<file path="src/design/bfa_pkg.sv">
// Shared types and codes for the block-fit allocator.
package bfa_pkg;

  // Search policy codes; the unused code behaves as first fit
  typedef enum logic [1:0] {
    FIT_FIRST = 2'd0,
    FIT_BEST  = 2'd1,
    FIT_WORST = 2'd2
  } fit_policy_e;

  // Configuration register indexes
  localparam logic [1:0] CFG_FIT_POLICY    = 2'd0;
  localparam logic [1:0] CFG_BLOCKS_IN_USE = 2'd1;

  localparam int unsigned CfgDataW = 4;
  localparam int unsigned PolicyW  = 2;

  // Item opcodes
  localparam logic OP_LOAD  = 1'b0;
  localparam logic OP_ALLOC = 1'b1;

  // Engine states
  typedef enum logic {
    ST_IDLE   = 1'b0,
    ST_SEARCH = 1'b1
  } eng_state_e;

  // Control half of the search token handed from cell to cell
  typedef struct packed {
    logic valid;
    logic have;
  } tok_ctrl_t;

endpackage

</file>
<file path="src/design/bfa_cell.sv">
// One table entry of the allocator plus its stage of the search chain.
module bfa_cell #(
  parameter int unsigned IdxW     = 3,
  parameter int unsigned SizeW    = 16,
  parameter int unsigned CellIdx  = 0
) (
  input  logic                          clk_i,
  input  logic                          rst_ni,
  // broadcast write port
  input  logic                          wr_en_i,
  input  logic [IdxW-1:0]               wr_idx_i,
  input  logic [SizeW-1:0]              wr_data_i,
  // search settings
  input  logic [bfa_pkg::PolicyW-1:0]   policy_i,
  input  logic [bfa_pkg::CfgDataW-1:0]  limit_i,
  // token from the previous cell
  input  bfa_pkg::tok_ctrl_t            tok_i,
  input  logic [IdxW-1:0]               sel_i,
  input  logic [SizeW-1:0]              sel_size_i,
  input  logic [SizeW-1:0]              req_i,
  // token to the next cell
  output bfa_pkg::tok_ctrl_t            tok_o,
  output logic [IdxW-1:0]               sel_o,
  output logic [SizeW-1:0]              sel_size_o,
  output logic [SizeW-1:0]              req_o
);

  localparam logic [IdxW-1:0] MyIdx = IdxW'(CellIdx);

  logic [SizeW-1:0]   size_q;
  logic               in_use;
  logic               fits;
  logic               take;
  bfa_pkg::tok_ctrl_t tok_q, tok_d;
  logic [IdxW-1:0]    sel_q, sel_d;
  logic [SizeW-1:0]   sel_size_q, sel_size_d;
  logic [SizeW-1:0]   req_q;

  // stored remaining size, cleared at reset
  always_ff @(posedge clk_i or negedge rst_ni) begin
    if (!rst_ni) begin
      size_q <= '0;
    end else if (wr_en_i && (wr_idx_i == MyIdx)) begin
      size_q <= wr_data_i;
    end
  end

  // compare this entry against the best candidate so far
  assign in_use = (CellIdx < int'(limit_i));
  assign fits   = in_use && (size_q >= req_i);

  always_comb begin
    take = 1'b0;
    if (!tok_i.have) begin
      take = fits;
    end else begin
      case (bfa_pkg::fit_policy_e'(policy_i))
        bfa_pkg::FIT_BEST:  take = fits && (size_q < sel_size_i);
        bfa_pkg::FIT_WORST: take = fits && (size_q > sel_size_i);
        default:            take = 1'b0;
      endcase
    end
  end

  always_comb begin
    tok_d.valid = tok_i.valid;
    tok_d.have  = tok_i.have | fits;
    sel_d       = take ? MyIdx  : sel_i;
    sel_size_d  = take ? size_q : sel_size_i;
  end

  // token stage register
  always_ff @(posedge clk_i or negedge rst_ni) begin
    if (!rst_ni) begin
      tok_q <= '0;
    end else begin
      tok_q <= tok_d;
    end
  end

  always_ff @(posedge clk_i) begin
    sel_q      <= sel_d;
    sel_size_q <= sel_size_d;
    req_q      <= req_i;
  end

  assign tok_o      = tok_q;
  assign sel_o      = sel_q;
  assign sel_size_o = sel_size_q;
  assign req_o      = req_q;

endmodule

</file>
<file path="src/design/block_fit_allocator_core.sv">
// Block-fit allocator: a chain of table cells searched by a travelling token.
//
// Input channel (in_valid_i/in_ready_o) carries opcode_i, block_index_i and
// size_value_i. A load writes one table entry and returns its result in the
// cycle after acceptance. An allocate launches a search token that walks the
// cell chain one cell per cycle; its result passes through the launch register,
// the token register of every cell and the output register. One item is in
// the engine at a time, so a new item is not accepted until the previous one
// has finished.
// Output channel (out_valid_o/out_ready_i) carries found_o, chosen_block_o
// and remaining_size_o from an output register. A new transaction is taken
// in the cycle the previous result leaves; while the receiver stalls the
// result holds and no new item is accepted.
// Configuration port (cfg_valid_i/cfg_ready_o) writes fit_policy (index 0)
// and blocks_in_use (index 1); it is always ready and must be used only
// while the block is idle.
// Reset clears every table entry to zero, sets fit_policy to first fit and
// blocks_in_use to 8, and empties the engine and the output register.
module block_fit_allocator_core #(
  parameter int unsigned NUM_BLOCKS = 8,
  parameter int unsigned SIZE_BITS  = 16,
  localparam int unsigned IdxW = (NUM_BLOCKS > 1) ? $clog2(NUM_BLOCKS) : 1
) (
  input  logic                          clk_i,
  input  logic                          rst_ni,
  // configuration
  input  logic                          cfg_valid_i,
  output logic                          cfg_ready_o,
  input  logic [1:0]                    cfg_index_i,
  input  logic [bfa_pkg::CfgDataW-1:0]  cfg_data_i,
  // input items
  input  logic                          in_valid_i,
  output logic                          in_ready_o,
  input  logic                          opcode_i,
  input  logic [IdxW-1:0]               block_index_i,
  input  logic [SIZE_BITS-1:0]          size_value_i,
  // results
  output logic                          out_valid_o,
  input  logic                          out_ready_i,
  output logic                          found_o,
  output logic [IdxW-1:0]               chosen_block_o,
  output logic [SIZE_BITS-1:0]          remaining_size_o
);

  logic [bfa_pkg::PolicyW-1:0]  policy_q;
  logic [bfa_pkg::CfgDataW-1:0] limit_q;

  bfa_pkg::eng_state_e state_q, state_d;
  logic                in_acc;
  logic                start_search;
  logic                load_ok;
  logic                done;
  logic                launch_q;
  logic [SIZE_BITS-1:0] req_q;

  logic                 wr_en;
  logic [IdxW-1:0]      wr_idx;
  logic [SIZE_BITS-1:0] wr_data;

  logic                 out_valid_q;
  logic                 found_q;
  logic [IdxW-1:0]      chosen_q;
  logic [SIZE_BITS-1:0] rem_q;
  logic [SIZE_BITS-1:0] alloc_left;

  bfa_pkg::tok_ctrl_t   tok  [NUM_BLOCKS+1];
  logic [IdxW-1:0]      sel  [NUM_BLOCKS+1];
  logic [SIZE_BITS-1:0] selsz[NUM_BLOCKS+1];
  logic [SIZE_BITS-1:0] req  [NUM_BLOCKS+1];

  // configuration registers
  assign cfg_ready_o = 1'b1;

  always_ff @(posedge clk_i or negedge rst_ni) begin
    if (!rst_ni) begin
      policy_q <= bfa_pkg::FIT_FIRST;
      limit_q  <= bfa_pkg::CfgDataW'(8);
    end else if (cfg_valid_i) begin
      unique case (cfg_index_i)
        bfa_pkg::CFG_FIT_POLICY:    policy_q <= cfg_data_i[bfa_pkg::PolicyW-1:0];
        bfa_pkg::CFG_BLOCKS_IN_USE: limit_q  <= cfg_data_i;
        default: ;
      endcase
    end
  end

  // engine state machine: next state
  assign in_acc = in_valid_i && in_ready_o;
  assign done   = tok[NUM_BLOCKS].valid;

  always_comb begin
    state_d = state_q;
    unique case (state_q)
      bfa_pkg::ST_IDLE:   if (in_acc && (opcode_i == bfa_pkg::OP_ALLOC)) state_d = bfa_pkg::ST_SEARCH;
      bfa_pkg::ST_SEARCH: if (done) state_d = bfa_pkg::ST_IDLE;
      default:            state_d = bfa_pkg::ST_IDLE;
    endcase
  end

  // engine state machine: outputs
  always_comb begin
    in_ready_o   = 1'b0;
    start_search = 1'b0;
    unique case (state_q)
      bfa_pkg::ST_IDLE: begin
        in_ready_o   = !out_valid_q || out_ready_i;
        start_search = in_acc && (opcode_i == bfa_pkg::OP_ALLOC);
      end
      bfa_pkg::ST_SEARCH: ;
      default: ;
    endcase
  end

  always_ff @(posedge clk_i or negedge rst_ni) begin
    if (!rst_ni) begin
      state_q  <= bfa_pkg::ST_IDLE;
      launch_q <= 1'b0;
    end else begin
      state_q  <= state_d;
      launch_q <= start_search;
    end
  end

  always_ff @(posedge clk_i) begin
    if (start_search) begin
      req_q <= size_value_i;
    end
  end

  // token into the head of the chain
  assign tok[0].valid = launch_q;
  assign tok[0].have  = 1'b0;
  assign sel[0]       = '0;
  assign selsz[0]     = '0;
  assign req[0]       = req_q;

  for (genvar g = 0; g < NUM_BLOCKS; g++) begin : g_cell
    bfa_cell #(
      .IdxW    (IdxW),
      .SizeW   (SIZE_BITS),
      .CellIdx (g)
    ) u_cell (
      .clk_i      (clk_i),
      .rst_ni     (rst_ni),
      .wr_en_i    (wr_en),
      .wr_idx_i   (wr_idx),
      .wr_data_i  (wr_data),
      .policy_i   (policy_q),
      .limit_i    (limit_q),
      .tok_i      (tok[g]),
      .sel_i      (sel[g]),
      .sel_size_i (selsz[g]),
      .req_i      (req[g]),
      .tok_o      (tok[g+1]),
      .sel_o      (sel[g+1]),
      .sel_size_o (selsz[g+1]),
      .req_o      (req[g+1])
    );
  end

  // table write: load on acceptance, allocation writeback at search end
  assign load_ok    = (int'(block_index_i) < NUM_BLOCKS);
  assign alloc_left = selsz[NUM_BLOCKS] - req[NUM_BLOCKS];

  always_comb begin
    wr_en   = 1'b0;
    wr_idx  = block_index_i;
    wr_data = size_value_i;
    if (done) begin
      wr_en   = tok[NUM_BLOCKS].have;
      wr_idx  = sel[NUM_BLOCKS];
      wr_data = alloc_left;
    end else if (in_acc && (opcode_i == bfa_pkg::OP_LOAD)) begin
      wr_en = load_ok;
    end
  end

  // output register
  always_ff @(posedge clk_i or negedge rst_ni) begin
    if (!rst_ni) begin
      out_valid_q <= 1'b0;
    end else if (done || (in_acc && (opcode_i == bfa_pkg::OP_LOAD))) begin
      out_valid_q <= 1'b1;
    end else if (out_ready_i) begin
      out_valid_q <= 1'b0;
    end
  end

  always_ff @(posedge clk_i) begin
    if (done) begin
      found_q  <= tok[NUM_BLOCKS].have;
      chosen_q <= tok[NUM_BLOCKS].have ? sel[NUM_BLOCKS] : '0;
      rem_q    <= tok[NUM_BLOCKS].have ? alloc_left : '0;
    end else if (in_acc && (opcode_i == bfa_pkg::OP_LOAD)) begin
      found_q  <= 1'b0;
      chosen_q <= block_index_i;
      rem_q    <= load_ok ? size_value_i : '0;
    end
  end

  assign out_valid_o      = out_valid_q;
  assign found_o          = found_q;
  assign chosen_block_o   = chosen_q;
  assign remaining_size_o = rem_q;

endmodule

</file>
<file path="config.mk">
export PLATFORM = sky130hd
export DESIGN_NAME = block_fit_allocator_core
export DESIGN_NICKNAME = d
export VERILOG_FILES = /design/src/design/bfa_pkg.sv /design/src/design/bfa_cell.sv /design/src/design/block_fit_allocator_core.sv
export SDC_FILE = /design/constraint.sdc
export NUM_CORES = 1
export LEC_CHECK = 0
export BUFFER_PORTS_ARGS = -buffer_cell sky130_fd_sc_hd__buf_2
export CORE_UTILIZATION = 60
export CTS_CLUSTER_SIZE = 28
export DETAILED_ROUTE_END_ITERATION = 8
export MAX_ROUTING_LAYER = met4
export PLACE_DENSITY = 0.77
export SYNTH_ARGS = -nofsm -noshare
export SYNTH_HDL_FRONTEND = slang
export SYNTH_SLANG_ARGS = --single-unit
</file>
<file path="constraint.sdc">
create_clock -name clk_i -period 4 [get_ports clk_i]
set_clock_uncertainty 0.2 [all_clocks]
set_input_delay 0.2 -clock clk_i [delete_from_list [all_inputs] [get_ports clk_i]]
set_output_delay 0.2 -clock clk_i [all_outputs]
set_load 0.005 [all_outputs]
</file>
==> impl_metrics.csv, run 1 <==
group,metric,value,unit
die,die_x,189,um
cells_and_area,final_nets,2333,
synth,synth_commonest_cells,"dfxtp_1, inv_1, ha_1",
sta,setup_viol,0,
clocking,cts.sinks,462,
sta,fin_setup_tns,0,ns
synth,synth_most_common_cell,"dfxtp_1",
setup_path,crit_fanout,8,
placement,port_buffers,52,
die,start_util,60.9,%
synth,synthSimpleGateAreaFrac,7.74,%
power_and_ir_drop,seq_power_share,38.5,%
synth,muxShareOfSynthArea,10.2,%
route,top_layer_used,"met4",
setup_path,worstSetupEndpointType,"flop",
placement,dpl.cell_count,2417,
power_and_ir_drop,power_switching,0.00720,W
power_and_ir_drop,peakVddDrop,0.505,mV
synth,syn-num-nets,2208,
grt,antenna_found_initial,1,
route,ant_nets,0,
sta,tightest_slew,1.12,ns
grt,track_usage,32.2,%
setup_path,rr_endpoint,"g_cell[6].u_cell.size_q[12]",
setup_path,critPathKind,"flop to flop",
die,ios,54,
synth,synthCells,1920,
setup_path,reg2reg_from,"g_cell[7].u_cell.sel_size_o[0]",
grt,grt_pass1_vias,14878,
placement,place.gp.congestion,0.928,
route,routedLengthMet1,23000,um
synth,synth_edf_count,36,
route,wl_met3,3040,um
setup_path,required,4.29,ns
placement,place_hpwl,39400,um
worst_hold_path,hold_class,"input port to asynchronous set/reset pin",
sta,layout_setup_ws,0.489,ns
die,core,0.0345,mm^2
sta,timing.fmax,285,MHz
die,num_rows,68,
grt,overflow,0,
synth,synth_top_area_share,26.0,%
clocking,cts_tree,"yes",
synth,synth_compound_area_share,11.0,%
clocking,cts-resized-gates,0,
synth,synth-seq-area-share,49.4,%
die,dieArea,0.0357,mm^2
route,post-route-drc-count,0,
synth,synthAdderAreaFrac,15.4,%
cells_and_area,area_growth,13.5,%
setup_path,rrSetupSlack,0.49,ns
route,drtIter0Drc,1188,
route,vias,14643,
synth,synth_top_family_by_area,"adder cells",
setup_path,start_kind,"flop",
cells_and_area,fin_util,69.1,%
synth,synth-seq-cells,462,
grt,grt_pass1_wl,84200,um
synth,ys.warnings.count,0,
placement,placed_cell_area,0.0219,mm^2
clocking,cts_buffers,47,
die,die_height,189,um
placement,dp_slack,0.517,ns
route,drt_wl_total,54500,um
cells_and_area,fin_area,0.0238,mm^2
power_and_ir_drop,clkPwrFrac,22.9,%
synth,async_flop_share,33.1,%
synth,yosys-top-cells-area,"dfxtp_1, dfrtp_1, ha_1",
power_and_ir_drop,swShare,37.0,%
synth,ys.flop_type,"dfxtp_1",
setup_path,reg2reg_depth,11,
synth,ys_types,79,
job,drv_cap,0,
synth,synth-xor-area-share,0.417,%
synth,synth_area_leader_cell,"dfxtp_1",
sta,relSlewSlack,25.6,%
synth,synth_area,0.0210,mm^2
power_and_ir_drop,power_leakage,11.3,nW
clocking,cts_max_level,2,
cells_and_area,final_layout_size_suffix_gt1_share,17.1,%
grt,grt_start_max_net_pins,97,
sta,min_period,3.51,ns
status,status,"finished clean",
sta,drv_slew,0,
clocking,clk_latency,0.57,ns
power_and_ir_drop,internal-power,0.0123,W
route,wl_per_cell,21.5,um
synth,syn-mean-instance-area,10.9,um^2
cells_and_area,final_cells,2537,
route,drt-vias-per-instance,5.77,
sta,hold_viol_final,0,
route,wl_met2,25300,um
clocking,clk_pin_slew_worst_paths,0.06,ns
setup_path,cp.arrival,3.80,ns
cells_and_area,diodes,0,
sta,rsz0062_at_grt,"no",
sta,period_share,87.8,%
power_and_ir_drop,p_per_area,817,mW/mm^2
route,drtPass1Iterations,5,
power_and_ir_drop,pwr-share-comb,38.6,%
clocking,cts_buffer_depth,3,
clocking,cts_root_buf,"clkbuf_16",
through the flow:
step / total power, W / hold WS [ns]
floorplan: 0.0124 / -0.296
global placement: 0.0145 / 0.131
detailed placement: 0.0148 / 0.136
CTS: 0.0194 / 0.147
global route: 0.0208 / 0.150
finish: 0.0195 / 0.110
routing by layer:
layer / track usage, % / vias to the layer above
li1: - / 6924
met2: 50.5 / 432
met5: - / -
met4: 17.8 / 0
met3: 4.89 / 171
met1: 40.0 / 7116
worst max path at each step:
stage / cells after the start / slack (ns) / endpoint / from
after CTS: 11 / 0.49 / g_cell[7].u_cell.size_q[12] / g_cell[7].u_cell.sel_size_o[0]
after floorplan: 9 / 1.09 / g_cell[6].u_cell.sel_size_o[10] / g_cell[6].u_cell.size_q[11]
final: 11 / 0.49 / g_cell[6].u_cell.size_q[12] / g_cell[7].u_cell.sel_size_o[0]
after detailed placement: 11 / 0.52 / g_cell[2].u_cell.size_q[12] / g_cell[7].u_cell.sel_size_o[0]
after global routing: 11 / 0.31 / g_cell[6].u_cell.size_q[12] / g_cell[7].u_cell.sel_size_o[0]
after global placement: 11 / 0.65 / g_cell[2].u_cell.size_q[12] / g_cell[7].u_cell.sel_size_o[0]
area by class of cell:
type                       count  area, um^2
fill                        2496       10600
clock buffer                  62        1310
clock inverter                24         272
tap                          455         569
sequential                   462       10400
inverter                     270        1010
timing repair buffer         116         845
multi-input combinational   1148        9440
power groups by stage:
stage | combinational, W | sequential, W | clock (W)
2_1_floorplan | 0.00540 | 0.00703 | 0
3_3_place_gp | 0.00697 | 0.00748 | 0
3_5_place_dp | 0.00731 | 0.00754 | 0
4_1_cts | 0.00745 | 0.00746 | 0.00451
5_1_grt | 0.00842 | 0.00765 | 0.00469
6_report | 0.00752 | 0.00750 | 0.00446
registers in the layout, indices dropped and copies added (netlist names):
name / count
chosen_block_o: 3
found_o: 1
g_cell.u_cell.req_o: 128
g_cell.u_cell.sel_o: 17
g_cell.u_cell.sel_size_o: 128
g_cell.u_cell.size_q: 128
g_cell.u_cell.tok_o: 16
launch_q: 1
limit_q: 4
out_valid_o: 1
policy_q: 2
remaining_size_o: 16
req_q: 16
state_q: 1
cells by family after synthesis:
logic type	count (synthesis)
other	1
multiplexers	187
buffers and inverters	310
flip-flops	462
AO/OA/AOI/OAI	361
adder cells (fa/ha/maj)	257
AND/OR/NAND/NOR	332
XOR/XNOR	10
cell usage in the layout, fill, tap and decap left out, types with 19 or more instances in the layout:
cell,Yosys,layout
dfxtp_1,273,273
inv_1,269,269
ha_1,256,256
mux2_2,156,156
dfrtp_1,152,152
a21oi_1,149,149
nor2_1,97,97
nand2_1,83,83
o21ai_0,58,58
buf_2,13,51
clkbuf_16,0,47
nand4_1,41,41
a21o_1,37,37
edfxtp_1,36,36
dlygate4sd3_1,0,34
buf_4,1,29
o211ai_1,20,20
nor2b_1,20,20
a211oi_1,19,19
nand2b_1,19,19
repair_timing:
| item | 4_1_cts | 5_1_grt |
|---|---|---|
| endpoints found under the hold margin | 150 | 0 |
| setup buffers | 0 | 0 |
| hold buffers | 34 | 0 |
worst max-delay path: stages, from the launching register on:
cell	delay [ns]
dfxtp_1	0.30
inv_1	0.04
ha_1	0.15
inv_1	0.06
fa_1	0.40
a21o_1	0.18
a21o_1	0.22
a211oi_1	0.49
o221ai_1	0.21
xnor2_1	0.20
a21oi_1	0.70
mux2_2	0.29
Note: power is estimated with default switching activity, not from simulation.
==> run 2: changes to the inputs <==
--- a/config.mk
+++ b/config.mk
@@ -6,11 +6,13 @@
 export NUM_CORES = 1
 export LEC_CHECK = 0
 export BUFFER_PORTS_ARGS = -buffer_cell sky130_fd_sc_hd__buf_2
-export CORE_UTILIZATION = 60
+export CELL_PAD_IN_SITES_DETAIL_PLACEMENT = 1
+export CELL_PAD_IN_SITES_GLOBAL_PLACEMENT = 1
+export CORE_UTILIZATION = 51
 export CTS_CLUSTER_SIZE = 28
 export DETAILED_ROUTE_END_ITERATION = 8
 export MAX_ROUTING_LAYER = met4
-export PLACE_DENSITY = 0.77
+export PLACE_DENSITY_LB_ADDON = 0.1
 export SYNTH_ARGS = -nofsm -noshare
 export SYNTH_HDL_FRONTEND = slang
 export SYNTH_SLANG_ARGS = --single-unit
==> impl_metrics.csv, run 2 (synthesis gave the netlist of run 1 again) <==
group,metric,value,unit
status,status,"finished clean",
route,drt_wl_total,64300,um
setup_path,critPathKind,"flop to flop",
sta,rsz0062_at_grt,"no",
route,drt-vias-per-instance,5.70,
power_and_ir_drop,power_leakage,11.3,nW
grt,grt_start_max_net_pins,89,
die,core,0.0402,mm^2
route,drtIter0Drc,894,
clocking,cts_max_level,2,
cells_and_area,area_growth,14.2,%
sta,min_period,3.53,ns
sta,hold_viol_final,0,
grt,overflow,0,
grt,antenna_found_initial,4,
clocking,cts.sinks,462,
power_and_ir_drop,p_per_area,831,mW/mm^2
power_and_ir_drop,internal-power,0.0124,W
power_and_ir_drop,clkPwrFrac,23.0,%
grt,use_met3,4.88,%
cells_and_area,fin_area,0.0240,mm^2
cells_and_area,final_nets,2339,
sta,drv_slew,0,
worst_hold_path,hold_class,"flop to flop",
setup_path,required,4.11,ns
grt,grt_pass1_wl,97400,um
clocking,cts-resized-gates,0,
cells_and_area,regArea,0.0104,mm^2
route,post-route-drc-count,0,
die,num_rows,73,
placement,place_hpwl,46900,um
setup_path,crit_fanout,5,
power_and_ir_drop,pwr-share-comb,38.6,%
clocking,cts_buffers,49,
clocking,post-cts-setup-buffer-count,0,
grt,track_usage,32.7,%
die,dieArea,0.0420,mm^2
route,wl_per_cell,24.6,um
die,die_x,205,um
setup_path,worstSetupEndpointType,"flop",
die,start_util,52.2,%
clocking,clk_latency,0.59,ns
cells_and_area,mostFrequentLayoutCells,"dfxtp_1, inv_1, ha_1, mux2_2, dfrtp_1",
placement,port_buffers,52,
sta,fin_setup_tns,0,ns
clocking,cts_buffer_depth,3,
sta,tightest_slew,1.08,ns
cells_and_area,final_layout_size_suffix_gt1_share,17.2,%
cells_and_area,layout_commonest_cell,"dfxtp_1",
placement,place.gp.congestion,0.898,
placement,placed_cell_area,0.0220,mm^2
sta,period_share,88.2,%
sta,relSlewSlack,26.3,%
cells_and_area,diodes,0,
clocking,postCtsHoldBufs,33,
die,die_height,205,um
grt,grt_util_met2,55.4,%
power_and_ir_drop,peakVddDrop,0.568,mV
sta,setup_viol,0,
clocking,cts_tree,"yes",
cells_and_area,nFillCells,4342,
route,drtPass1Iterations,5,
power_and_ir_drop,power_switching,0.00753,W
clocking,cts_root_buf,"clkbuf_16",
route,vias,14906,
route,ant_nets,0,
grt,grt_pass1_vias,16341,
grt,met1_usage,37.4,%
power_and_ir_drop,seq_power_share,38.4,%
power_and_ir_drop,swShare,37.8,%
sta,timing.fmax,283,MHz
job,drv_cap,0,
cells_and_area,multiInputGateArea,0.00944,mm^2
clocking,clk_pin_slew_worst_paths,0.06,ns
setup_path,start_kind,"flop",
setup_path,cp.arrival,3.64,ns
grt,busiest_layer,"met2",
die,ios,54,
-- run 2: changes by cell type in the layout (fill, tap and decap cells not counted) --
cell,previous run,this run
clkinv_8,2,0
inv_6,2,3
clkinv_2,7,8
clkbuf_1,7,14
dlygate4sd3_1,34,33
clkinvlp_4,6,2
clkbuf_16,47,50
clkbuf_8,8,6
clkinv_1,2,3
buf_4,29,34
-- run 2: path summary, 6_finish.rpt --
| check | from | cells after the start | slack, ns | to |
|---|---|---|---|---|
| setup / recovery | g_cell[7].u_cell.sel_size_o[0] | 12 | 0.47 | remaining_size_o[6] |
| hold / removal | g_cell[2].u_cell.tok_o[1] | 0 | 0.15 | g_cell[3].u_cell.tok_o[1] |
| setup reg to reg | g_cell[7].u_cell.sel_size_o[0] | 12 | 0.47 | remaining_size_o[6] |
| hold reg to reg | g_cell[2].u_cell.tok_o[1] | 0 | 0.15 | g_cell[3].u_cell.tok_o[1] |
| max in group asynchronous | rst_ni | 4 | 1.55 | g_cell[2].u_cell.tok_o[1] |
| min in group asynchronous | rst_ni | 3 | 0.55 | g_cell[0].u_cell.size_q[14] |
-- run 2: per-layer routing --
layer,vias up,part of all wire (%)
met5,-,0
met1,7507,40
li1,6914,-
met4,0,5.6
met2,312,49
met3,173,4.6
-- run 2: layout make-up --
cell class | count | share of cell area [%]
sequential | 462 | 43.3
multi-input combinational | 1148 | 39.4
clock buffer | 70 | 5.78
inverter | 270 | 4.23
timing repair buffer | 120 | 3.64
tap | 525 | 2.74
clock inverter | 21 | 0.945
-- run 2: critical path: stages, from the launching register on --
cell and delay (ns):
dfxtp_1 0.30, inv_1 0.05, ha_1 0.18, inv_1 0.06
fa_1 0.41, a21o_1 0.18, a21o_1 0.22, a21o_1 0.19
a211oi_1 0.23, nor3_1 0.08, a21oi_1 0.81, buf_4 0.29
nor2_1 0.05
-- run 2: per-stage QoR --
step / total power (W) / instances / hold WS (ns) / setup WS, ns / util (%)
finish: 0.0199 / 2616 / 0.146 / 0.471 / 59.6
floorplan: 0.0124 / 1920 / -0.296 / 1.09 / -
global placement: 0.0147 / 2492 / 0.0394 / 0.615 / 54.8
global route: 0.0212 / 2616 / 0.156 / 0.260 / 59.6
CTS: 0.0200 / 2616 / 0.115 / 0.456 / 59.6
detailed placement: 0.0152 / 2492 / 0.0468 / 0.538 / 54.8
-- run 2: power groups by stage --
stage               registers, W  clock network, W  logic, W
floorplan                0.00703                 0   0.00540
finish                   0.00765           0.00458   0.00768
global placement         0.00765                 0   0.00708
CTS                      0.00764           0.00466   0.00767
detailed placement       0.00771                 0   0.00750
global route             0.00780           0.00485   0.00858
==> run 3: changes to the inputs <==
--- a/config.mk
+++ b/config.mk
@@ -12,7 +12,8 @@
 export CTS_CLUSTER_SIZE = 28
 export DETAILED_ROUTE_END_ITERATION = 8
 export MAX_ROUTING_LAYER = met4
-export PLACE_DENSITY_LB_ADDON = 0.1
+export PLACE_DENSITY = 0.81
+export SETUP_SLACK_MARGIN = 0.02
 export SYNTH_ARGS = -nofsm -noshare
 export SYNTH_HDL_FRONTEND = slang
 export SYNTH_SLANG_ARGS = --single-unit
==> impl_metrics.csv, run 3 (synthesis gave the netlist of run 1 again) <==
group,metric,value,unit
die,ios,54,
sta,fin_setup_tns,0,ns
sta,period_share,90.7,%
placement,place_hpwl,46900,um
power_and_ir_drop,peakVddDrop,0.522,mV
clocking,cts_buffers,48,
power_and_ir_drop,power_leakage,11.4,nW
setup_path,cp.arrival,3.95,ns
clocking,cts.sinks,462,
sta,setup_viol,0,
setup_path,worstSetupEndpointType,"flop",
die,start_util,52.2,%
route,ant_nets,0,
grt,busiest_layer,"met2",
cells_and_area,fin_util,60.0,%
grt,met1_usage,38.0,%
grt,overflow,0,
cells_and_area,final_layout_size_suffix_gt1_share,17.3,%
setup_path,crit_fanout,8,
grt,grt_start_max_net_pins,34,
grt,grt_pass1_vias,17047,
sta,relSlewSlack,23.5,%
grt,grt_pass1_wl,102000,um
job,drv_cap,0,
grt,use_met3,6.30,%
clocking,cts_buffer_depth,3,
die,num_rows,73,
cells_and_area,area_growth,14.8,%
route,vias,15455,
die,die_height,205,um
route,drt_wl_total,67600,um
clocking,cts_tree,"yes",
route,post-route-drc-count,0,
placement,dpl.cell_count,2495,
sta,rsz0062_at_grt,"no",
route,drtIter0Drc,1061,
die,dieArea,0.0420,mm^2
sta,timing.fmax,276,MHz
setup_path,max_stage_delay,0.83,ns
route,drt-vias-per-instance,5.89,
cells_and_area,fin_area,0.0241,mm^2
die,core,0.0402,mm^2
sta,hold_viol_final,0,
route,drtPass1Iterations,5,
clocking,clk_pin_slew_worst_paths,0.06,ns
placement,place.gp.congestion,0.909,
setup_path,required,4.32,ns
sta,drv_slew,0,
clocking,cts_max_level,2,
cells_and_area,mostFrequentLayoutCells,"dfxtp_1, inv_1, ha_1, mux2_2, dfrtp_1",
sta,min_period,3.63,ns
sta,tightest_slew,1.13,ns
placement,port_buffers,52,
power_and_ir_drop,p_per_area,852,mW/mm^2
grt,antenna_found_initial,5,
grt,track_usage,34.2,%
cells_and_area,nFillCells,4187,
grt,grt_util_met2,56.7,%
setup_path,start_kind,"flop",
cells_and_area,final_cells,2622,
cells_and_area,final_nets,2341,
worst_hold_path,hold_class,"flop to flop",
setup_path,critical_path.cell_chain,"inv_1, ha_1, inv_1, fa_1, a21o_1, a21o_1, a211oi_1, o221ai_1, xnor2_1, a21oi_1, mux2_2",
route,wl_per_cell,25.8,um
status,status,"finished clean",
setup_path,critPathKind,"flop to flop",
sta,hold_ws,0.148,ns
clocking,cts-resized-gates,0,
placement,placed_cell_area,0.0220,mm^2
cells_and_area,layout_commonest_cell,"dfxtp_1",
clocking,cts_root_buf,"clkbuf_16",
setup_path,cpMaxStageDelayCell,"a21oi_1",
die,die_x,205,um
clocking,clk_latency,0.61,ns
-- run 3: final timing paths --
| kind | from | end | slack [ns] | cells after the start |
|---|---|---|---|---|
| worst min register to register | g_cell[1].u_cell.tok_o[1] | g_cell[2].u_cell.tok_o[1] | 0.15 | 0 |
| max in group asynchronous | rst_ni | g_cell[7].u_cell.size_q[10] | 2.29 | 4 |
| worst max-delay path | g_cell[7].u_cell.sel_size_o[0] | g_cell[4].u_cell.size_q[12] | 0.37 | 11 |
| worst max register to register | g_cell[7].u_cell.sel_size_o[0] | g_cell[4].u_cell.size_q[12] | 0.37 | 11 |
| min in group asynchronous | rst_ni | g_cell[2].u_cell.size_q[12] | 0.43 | 3 |
| worst min-delay path | g_cell[1].u_cell.tok_o[1] | g_cell[2].u_cell.tok_o[1] | 0.15 | 0 |
-- run 3: cell type report --
| class | instances | area [um^2] | area share (%) |
|---|---|---|---|
| Timing Repair Buffer | 123 | 905 | 3.75 |
| Sequential cell | 462 | 10400 | 43.1 |
| Inverter | 270 | 1010 | 4.21 |
| Clock buffer | 70 | 1410 | 5.85 |
| Clock inverter | 20 | 290 | 1.20 |
| Antenna cell | 4 | 10.0 | 0.0415 |
| Multi-Input combinational cell | 1148 | 9440 | 39.2 |
| Tap cell | 525 | 657 | 2.73 |
-- run 3: worst max-delay path, delay by kind of cell, from the launching register on --
family / cells / cell delay, ns
compound gates: 5 / 1.89
fa+ha+maj: 2 / 0.56
mux: 1 / 0.31
flops: 1 / 0.30
xor+xnor: 1 / 0.19
buf+inv: 2 / 0.11
-- run 3: repair_timing --
| action | CTS | global route |
|---|---|---|
| hold buffers | 33 | 0 |
| hold endpoints to repair | 97 | 0 |
| buffers inserted | 0 | 0 |
| setup endpoints to repair | 0 | 0 |
-- run 3: where the power goes --
part | internal, W | switching (W) | total (W)
combinational | 0.00356 | 0.00452 | 0.00807
clock | 0.00291 | 0.00196 | 0.00486
sequential | 0.00621 | 0.00139 | 0.00760
-- run 3: per-stage QoR --
stage / total power [W] / setup slack, ns
floorplan: 0.0124 / 1.09
global placement: 0.0147 / 0.572
detailed placement: 0.0153 / 0.373
CTS: 0.0204 / 0.412
global route: 0.0217 / 0.190
finish: 0.0205 / 0.370
-- run 3: layer usage --
layer / vias to the layer above / wire (um)
met5: - / 0
met2: 501 / 33000
met4: 0 / 4390
li1: 6953 / -
met3: 242 / 3750
met1: 7759 / 26400
